**src/sv/mtf_pkg.sv**
```systemverilog
// Package with the types and constants of the move-to-front order list.
package mtf_pkg;

    localparam int ELEM_W = 9;
    localparam int PADDR_W = 3;
    localparam int PDATA_W = 32;
    localparam int unsigned RESET_COUNT = 256;

    localparam logic [0:0] REG_ELEMENT_COUNT = 1'b0;

    typedef enum logic [4:0] {
        ST_IDLE  = 5'b00001,
        ST_INIT  = 5'b00010,
        ST_MOVE1 = 5'b00100,
        ST_MOVE2 = 5'b01000,
        ST_MOVE3 = 5'b10000
    } state_t;

    typedef struct packed {
        logic              init_req;
        logic [ELEM_W-1:0] count;
    } cfg_t;

endpackage

```
**src/sv/mtf_link_ram.sv**
```systemverilog
// Single-port synchronous link memory with a registered read port.
module mtf_link_ram #(
    parameter int DEPTH = 257,
    parameter int AW = 9,
    parameter int DW = 9
) (
    input  logic          clk,
    input  logic          en,
    input  logic          we,
    input  logic [AW-1:0] addr,
    input  logic [DW-1:0] wdata,
    output logic [DW-1:0] rdata
);

    logic [DW-1:0] mem [DEPTH];

    always_ff @(posedge clk)
    begin
        if (en)
        begin
            if (we)
            begin
                mem[addr] <= wdata;
            end
            else
            begin
                rdata <= mem[addr];
            end
        end
    end

endmodule

```
**src/sv/mtf_cfg.sv**
```systemverilog
// APB register block holding the element count of the order list.
module mtf_cfg #(
    parameter int MAX_ELEMENTS = 256
) (
    input  logic                        clk,
    input  logic                        rst_n,
    input  logic                        psel,
    input  logic                        penable,
    input  logic                        pwrite,
    input  logic [mtf_pkg::PADDR_W-1:0] paddr,
    input  logic [mtf_pkg::PDATA_W-1:0] pwdata,
    output logic [mtf_pkg::PDATA_W-1:0] prdata,
    output logic                        pready,
    output mtf_pkg::cfg_t               cfg
);

    localparam int unsigned CountLimit = (MAX_ELEMENTS < 511) ? MAX_ELEMENTS : 511;
    localparam int unsigned ResetCount =
        (mtf_pkg::RESET_COUNT < CountLimit) ? mtf_pkg::RESET_COUNT : CountLimit;

    logic [mtf_pkg::ELEM_W-1:0] count_reg;
    logic [mtf_pkg::ELEM_W-1:0] count_next;
    logic [mtf_pkg::ELEM_W-1:0] wr_value;
    logic                       sel_count;
    logic                       wr_en;

    assign sel_count = (paddr[2] == mtf_pkg::REG_ELEMENT_COUNT);
    assign wr_en = psel && penable && pwrite && sel_count;
    assign wr_value = pwdata[mtf_pkg::ELEM_W-1:0];

    always_comb
    begin
        count_next = count_reg;
        if (wr_en)
        begin
            if (wr_value == '0)
            begin
                count_next = mtf_pkg::ELEM_W'(1);
            end
            else if (32'(wr_value) > CountLimit)
            begin
                count_next = mtf_pkg::ELEM_W'(CountLimit);
            end
            else
            begin
                count_next = wr_value;
            end
        end
    end

    always_ff @(posedge clk or negedge rst_n)
    begin
        if (!rst_n)
        begin
            count_reg <= mtf_pkg::ELEM_W'(ResetCount);
        end
        else
        begin
            count_reg <= count_next;
        end
    end

    assign pready = 1'b1;
    assign prdata = sel_count ? mtf_pkg::PDATA_W'(count_reg) : '0;
    assign cfg.init_req = wr_en;
    assign cfg.count = count_reg;

endmodule

```
**src/sv/move_to_front_order_list_core.sv**
```systemverilog
// Top level of the move-to-front order list with its link memories and sequencer.
//
// Channel   Direction  Signals
// command   in         start, busy, element
// result    out        done, least_recent, bad_element
// config    in/out     psel, penable, pwrite, paddr, pwdata, prdata, pready
//
// A valid move takes one memory read at acceptance and three write steps, in ST_MOVE1,
// ST_MOVE2 and ST_MOVE3, on the single-port next and previous link memories; its
// result strobe follows ST_MOVE3 and the next transaction is taken back in ST_IDLE.
// A bad element or the element already at the front gives its result in the next cycle.
// After reset and after each element_count write a clearing pass rewrites every address
// 0 to MAX_ELEMENTS of both link memories; busy stays high during it.
// Results are not held: each is shown for one cycle and the receiver cannot stall it.
module move_to_front_order_list_core #(
    parameter int MAX_ELEMENTS = 256
) (
    input  logic                        clk,
    input  logic                        rst_n,
    input  logic                        start,
    output logic                        busy,
    input  logic [mtf_pkg::ELEM_W-1:0]  element,
    output logic                        done,
    output logic [mtf_pkg::ELEM_W-1:0]  least_recent,
    output logic                        bad_element,
    input  logic                        psel,
    input  logic                        penable,
    input  logic                        pwrite,
    input  logic [mtf_pkg::PADDR_W-1:0] paddr,
    input  logic [mtf_pkg::PDATA_W-1:0] pwdata,
    output logic [mtf_pkg::PDATA_W-1:0] prdata,
    output logic                        pready
);

    localparam int Depth = MAX_ELEMENTS + 1;
    localparam int AW = $clog2(MAX_ELEMENTS + 1);
    localparam int LW = $clog2(MAX_ELEMENTS + 2);

    mtf_pkg::cfg_t  cfg;
    mtf_pkg::state_t state_reg, state_next;

    logic [AW-1:0] idx_reg, idx_next;
    logic [AW-1:0] e_reg, e_next;
    logic [AW-1:0] front_reg, front_next;
    logic [AW-1:0] back_reg, back_next;
    logic          done_reg, done_next;
    logic          bad_reg, bad_next;
    logic [mtf_pkg::ELEM_W-1:0] lr_reg, lr_next;

    logic          nx_en, nx_we, pv_en, pv_we;
    logic [AW-1:0] nx_addr, pv_addr;
    logic [LW-1:0] nx_wdata, pv_wdata, nx_rdata, pv_rdata;

    logic          accept;
    logic          in_bad;
    logic [AW-1:0] in_addr;
    logic [AW-1:0] p_safe, n_safe;
    logic [LW-1:0] idx_l;
    logic          idx_in_range;

    mtf_cfg #(
        .MAX_ELEMENTS(MAX_ELEMENTS)
    ) u_cfg (
        .clk(clk),
        .rst_n(rst_n),
        .psel(psel),
        .penable(penable),
        .pwrite(pwrite),
        .paddr(paddr),
        .pwdata(pwdata),
        .prdata(prdata),
        .pready(pready),
        .cfg(cfg)
    );

    mtf_link_ram #(
        .DEPTH(Depth),
        .AW(AW),
        .DW(LW)
    ) u_next_ram (
        .clk(clk),
        .en(nx_en),
        .we(nx_we),
        .addr(nx_addr),
        .wdata(nx_wdata),
        .rdata(nx_rdata)
    );

    mtf_link_ram #(
        .DEPTH(Depth),
        .AW(AW),
        .DW(LW)
    ) u_prev_ram (
        .clk(clk),
        .en(pv_en),
        .we(pv_we),
        .addr(pv_addr),
        .wdata(pv_wdata),
        .rdata(pv_rdata)
    );

    assign busy = (state_reg != mtf_pkg::ST_IDLE);
    assign accept = start && !busy;
    assign in_bad = (element == '0) || (element > cfg.count);
    assign in_addr = AW'(element);

    assign p_safe = (pv_rdata <= LW'(MAX_ELEMENTS)) ? AW'(pv_rdata) : '0;
    assign n_safe = (nx_rdata <= LW'(MAX_ELEMENTS)) ? AW'(nx_rdata) : '0;

    assign idx_l = LW'(idx_reg);
    assign idx_in_range = (idx_l != '0) && (idx_l <= LW'(cfg.count));

    always_comb
    begin
        state_next = state_reg;
        idx_next = idx_reg;
        e_next = e_reg;
        front_next = front_reg;
        back_next = back_reg;
        done_next = 1'b0;
        bad_next = bad_reg;
        lr_next = lr_reg;
        nx_en = 1'b0;
        nx_we = 1'b0;
        nx_addr = e_reg;
        nx_wdata = '0;
        pv_en = 1'b0;
        pv_we = 1'b0;
        pv_addr = e_reg;
        pv_wdata = '0;
        case (state_reg)
            mtf_pkg::ST_IDLE:
            begin
                if (accept)
                begin
                    nx_en = 1'b1;
                    nx_addr = in_addr;
                    pv_en = 1'b1;
                    pv_addr = in_addr;
                    e_next = in_addr;
                    if (in_bad || (in_addr == front_reg))
                    begin
                        done_next = 1'b1;
                        bad_next = in_bad;
                        lr_next = mtf_pkg::ELEM_W'(back_reg);
                    end
                    else
                    begin
                        state_next = mtf_pkg::ST_MOVE1;
                    end
                end
            end
            mtf_pkg::ST_INIT:
            begin
                nx_en = 1'b1;
                nx_we = 1'b1;
                nx_addr = idx_reg;
                nx_wdata = idx_in_range ? (idx_l + LW'(1)) : '0;
                pv_en = 1'b1;
                pv_we = 1'b1;
                pv_addr = idx_reg;
                pv_wdata = idx_in_range ? (idx_l - LW'(1)) : '0;
                idx_next = idx_reg + AW'(1);
                if (idx_reg == AW'(MAX_ELEMENTS))
                begin
                    state_next = mtf_pkg::ST_IDLE;
                    front_next = AW'(1);
                    back_next = AW'(cfg.count);
                end
            end
            mtf_pkg::ST_MOVE1:
            begin
                nx_en = 1'b1;
                nx_we = 1'b1;
                nx_addr = p_safe;
                nx_wdata = LW'(n_safe);
                if (e_reg == back_reg)
                begin
                    back_next = p_safe;
                end
                else
                begin
                    pv_en = 1'b1;
                    pv_we = 1'b1;
                    pv_addr = n_safe;
                    pv_wdata = LW'(p_safe);
                end
                state_next = mtf_pkg::ST_MOVE2;
            end
            mtf_pkg::ST_MOVE2:
            begin
                nx_en = 1'b1;
                nx_we = 1'b1;
                nx_addr = e_reg;
                nx_wdata = LW'(front_reg);
                pv_en = 1'b1;
                pv_we = 1'b1;
                pv_addr = front_reg;
                pv_wdata = LW'(e_reg);
                state_next = mtf_pkg::ST_MOVE3;
            end
            mtf_pkg::ST_MOVE3:
            begin
                pv_en = 1'b1;
                pv_we = 1'b1;
                pv_addr = e_reg;
                pv_wdata = '0;
                front_next = e_reg;
                done_next = 1'b1;
                bad_next = 1'b0;
                lr_next = mtf_pkg::ELEM_W'(back_reg);
                state_next = mtf_pkg::ST_IDLE;
            end
            default:
            begin
                state_next = mtf_pkg::ST_IDLE;
            end
        endcase
        if (cfg.init_req)
        begin
            state_next = mtf_pkg::ST_INIT;
            idx_next = '0;
        end
    end

    always_ff @(posedge clk or negedge rst_n)
    begin
        if (!rst_n)
        begin
            state_reg <= mtf_pkg::ST_INIT;
            idx_reg <= '0;
            front_reg <= AW'(1);
            back_reg <= '0;
            done_reg <= 1'b0;
        end
        else
        begin
            state_reg <= state_next;
            idx_reg <= idx_next;
            front_reg <= front_next;
            back_reg <= back_next;
            done_reg <= done_next;
        end
    end

    always_ff @(posedge clk)
    begin
        e_reg <= e_next;
        bad_reg <= bad_next;
        lr_reg <= lr_next;
    end

    assign done = done_reg;
    assign least_recent = lr_reg;
    assign bad_element = bad_reg;

endmodule

```
**config.mk**
```make
export PLATFORM = sky130hd
export DESIGN_NAME = move_to_front_order_list_core
export DESIGN_NICKNAME = d
export VERILOG_FILES = /design/src/sv/mtf_pkg.sv /design/src/sv/mtf_link_ram.sv /design/src/sv/mtf_cfg.sv /design/src/sv/move_to_front_order_list_core.sv
export SDC_FILE = /design/constraint.sdc
export NUM_CORES = 2
export LEC_CHECK = 0
export BUFFER_PORTS_ARGS = -buffer_cell sky130_fd_sc_hd__buf_2
export CORE_MARGIN = 8
export CORE_UTILIZATION = 55
export DETAILED_ROUTE_END_ITERATION = 16
export PLACE_DENSITY = 0.73
export SYNTH_ARGS = -nofsm -noshare
export SYNTH_HDL_FRONTEND = slang
export SYNTH_MEMORY_MAX_BITS = 65536
export SYNTH_SLANG_ARGS = --single-unit
export TNS_END_PERCENT = 10
```
**constraint.sdc**
```tcl
create_clock -name clk -period 14.3 [get_ports clk]
set_clock_uncertainty 0.1 [all_clocks]
set_input_delay 0.715 -clock clk [delete_from_list [all_inputs] [get_ports clk]]
set_output_delay 0.715 -clock clk [all_outputs]
set_load 0.02 [all_outputs]
```
==> results.env <==
WORST_IR_DROP_VDD_mV=0.3445
SYNTH_FLOP_CELL='edfxtp_1'
SYNTH-SEQ-CELLS=4705
ANTENNA_FOUND_INITIAL=22
GLOBAL_ROUTE.PEAK_USAGE_LAYER='met2'
CLK_ROOT_BUFFER_CELL='clkbuf_16'
NUMCTSBUFFERS=451
CELL_TAKING_THE_MOST_AREA_AFTER_SYNTHESIS='edfxtp_1'
WORSTSETUPSTARTPOINTTYPE='flip-flop'
RUN_STATUS='finished, violations left'
DRIVE_ABOVE_1_SHARE_PCT=7.907
GRT.OVERFLOW.TOTAL=0
FINAL-HOLD-VIOLATION-COUNT=0
DETAIL_ROUTE.VIAS_PER_CELL=6.589
SYNTH_TOP_AREA_SHARE_PCT=73.97
TOTALWIRELENGTH_MM=550.1
CTS.HTREE.LEVELS=5
DIE_HEIGHT_UM=602.7
TIMING_WORST_SETUP_PATH_TYPE='flip-flop to flip-flop'
CTSLONGESTPATHBUFFERS=4
PORTBUFFERS=45
AREA_GROWTH_PCT=10.20
POWER.DENSITY_nW_PER_UM2=251.0
DIE_AREA_UM2=363200
SLEW_HEADROOM_PCT=0.7340
STD_CELL_ROWS=215
DRT_PASS1_ITERATIONS=9
PIN_COUNT_OF_THE_BIGGEST_NET_ENTERING_GLOBAL_ROUTING=198
NETLIST_INSTANCES=13807
N_FILL_CELL=24952
FMAX_GHz=0.1304
DRC_ERRORS=0
CTS_NUM_SINKS=4705
WL_PER_CELL_UM=29.58
MAX_CAP_VIOLS=1
GRTUSAGEMET2_PCT=43.03
WORSTHOLDPATHTYPE='input pin to flip-flop'
FINAL_CRITICAL_PATH_REQUIRED_PERIOD_PS=7667
CRITPATHARRIVALTIME_PS=8290
TIMING.CRITICAL_PATH.TO_TYPE='flip-flop'
GRT_PASS1_VIAS=114651
CRITICAL_PATH_PEAK_FANOUT=71
LAYOUT_WORST_PATH_CYCLE_SHARE_PCT=53.62
YS_ASYNC_SR_FRACTION_PCT=0.8927
TIMING_WORST_SLEW_PIN_VALUE_PS=1451
INITIALDRTVIOLATIONCOUNT=20377
SYNTH_EDF_COUNT=4663
POST_SYN_AREA_PER_CELL_UM2=13.71
TIMING.CRITICAL_PATH.FROM='state_reg[3]$_DFFE_PN0P_'
VIOLATED_CHECKS='capacitance limit'
NUMBER_OF_LIBRARY_CELL_TYPES_MAPPED_BY_SYNTHESIS=94
SYNTH_SEQUENTIAL_AREA_RATIO_PCT=74.53
FP.COREAREA_UM2=342700
RSZ0062_AT_GRT='false'
MET3_USE_GR_PCT=8.245
GROUTE.LAYER.MET1.USAGE_PCT=40.14
NUM-NETS-FINAL=13733
PATH_CLK_SLEW_PS=70
LAYOUT_TOP_REGISTERS='u_next_ram.mem: 2313 flops, u_prev_ram.mem: 2313 flops'
DPL.HPWL_MM=314.4
REG2REG_FROM='state_reg[3]$_DFFE_PN0P_'
GRT_FIRST_PASS_WIRELENGTH_MM=783.6
SYNTH_WARNINGS=0
POSTROUTEANTENNANETS=0
IO-PIN-COUNT=95
SYNTH_TOP_CELLS_BY_AREA='edfxtp_1, nand2_1, nand3_1, mux2i_1, nor2_1'
WORSTSKEWPAIRLATENCY_PS=1040
NUM_VIAS=122525
CTS_TREE='yes'
SETUP_VIOL_COUNT_FINAL=0
TIMING.CRITICAL_PATH.REQUIRED_PS=14930
POWER.STATIC_LEAKAGE_nW=70.86
GP_CONGESTION=0.9188
GRTUSAGETOTAL_PCT=29.03
MAPPEDNETLISTAREA_UM2=189300
MAXSLEWVIOLCOUNT=0
MIN_FROM='element[1]'
TIMING.SETUP.TNS_PS=0
WORST-R2R-SETUP-SLACK_PS=6630
WORST_HOLD_SLACK_PS=58.04
START_UTIL_PCT=55.24
DIE-WIDTH_UM=602.7
## Yosys cell counts (90+ instances only)
cell and n:
edfxtp_1 4663, nand2_1 3116, nand3_1 1258, mux2i_1 626, nor2_1 610, clkbuf_1 400, buf_2 368, a211oi_1 291
and3_1 269, o22ai_1 252, a21oi_1 233, a31oi_1 214, a311oi_1 204, o21ai_0 168, buf_1 140, nor3_1 90
## kinds of logic (layout without fill, tap and decap cells)
kind of cell    after synthesis  after routing  synth area share [%]
simple gates               5665           5665                 12.96
flops                      4705           4705                 74.53
compound gates             1736           1736                 6.389
buf+inv                     999           1195                 2.349
mux                         641            641                 3.441
xor+xnor                     39             39                0.1963
fa+ha+maj                    20             20                0.1322
other cells                   2             36              0.003967
## placed cells by master, fill, tap and decap left out, types with 30 or more instances in the layout
cell type  count
mux2i_1      626
bufinv_16     39
nand2_1     3084
o21ai_0      161
o211ai_1      30
clkbuf_1      93
nor2b_1       82
nor4_1        74
clkinv_1     113
edfxtp_1    4663
buf_4        265
nand3_1     1256
clkinv_2      80
clkbuf_16    455
a211o_1       59
nor2_1       590
o22ai_1      251
dfrtp_1       39
and3_1       267
a22oi_1       31
buf_2         45
a211oi_1     291
nand4_1       85
a32oi_1       45
a31oi_1      214
a21oi_1      232
nor3_1        84
a311oi_1     204
## path summary, 6_finish.rpt
| kind | to | cells after the start |
|---|---|---|
| min in group asynchronous | back_reg[0]$_DFFE_PN0P_ | 2 |
| max in group asynchronous | front_reg[1]$_DFFE_PN0P_ | 2 |
| setup / recovery | u_prev_ram.rdata[2]$_DFFE_PP_ | 15 |
| setup reg to reg | u_prev_ram.rdata[2]$_DFFE_PP_ | 15 |
| hold reg to reg | least_recent[7]$_DFFE_PP_ | 0 |
| hold / removal | e_reg[1]$_DFFE_PN_ | 3 |
## stage by stage
| step | worst slack (ps) | cell area [µm²] | std cells | utilization [%] | power, W |
|---|---|---|---|---|---|
| 3_3_place_gp | 7019 | 194200 | 17752 | 56.66 | 0.03969 |
| 6_report | 6633 | 208600 | 18594 | 60.87 | 0.05235 |
| 4_1_cts | 7090 | 208600 | 18581 | 60.86 | 0.05144 |
| 2_1_floorplan | -522.2 | 189400 | 13829 | - | 0.03074 |
| 5_1_grt | 6456 | 208600 | 18584 | 60.86 | 0.05371 |
| 3_5_place_dp | 7062 | 194200 | 17752 | 56.66 | 0.03995 |
## final cells by class
class | count | area [µm²] | share of cell area [%]
multi-input cells | 8125 | 44520 | 21.34
flip-flops and latches | 4705 | 141100 | 67.63
clock buffers | 548 | 11740 | 5.625
well taps | 4557 | 5702 | 2.733
clock inverters | 267 | 2530 | 1.213
diodes | 12 | 30.03 | 0.01439
repair buffers | 352 | 2915 | 1.397
inverters | 28 | 105.1 | 0.05038
## layer usage
layer  wire length (µm)  up-vias
met4              29860        8
met5                 54        -
met1             199700    60368
met3              79970     1582
met2             240500     8967
li1                   -    51600
## power breakdown
group          switching [W]  total (W)  internal [W]
Combinational         0.0184     0.0248       0.00643
Clock                0.00512     0.0116       0.00653
Sequential          0.000192     0.0159        0.0157
Total                 0.0237     0.0524        0.0286
## critical path: stages, from the launching register on
cell and delay, ps:
dfrtp_1 510, nor2_2 520, nand2_1 610, nor4_2 330
buf_4 260, a211oi_2 100, nor2_4 620, buf_12 400
buf_4 720, buf_4 720, mux2i_1 260, o22ai_1 120
o21ai_0 570, nand4_1 410, o21ai_0 710, nand4_1 250
## timing repair
item | 4_1_cts | 5_1_grt
endpoints found under the setup margin | 0 | 0
endpoints found under the hold margin | 50 | 0
buffers inserted | 0 | 0
hold buffers | 14 | 0
resized for setup | 0 | 0
(Power assumes the default switching activity.)
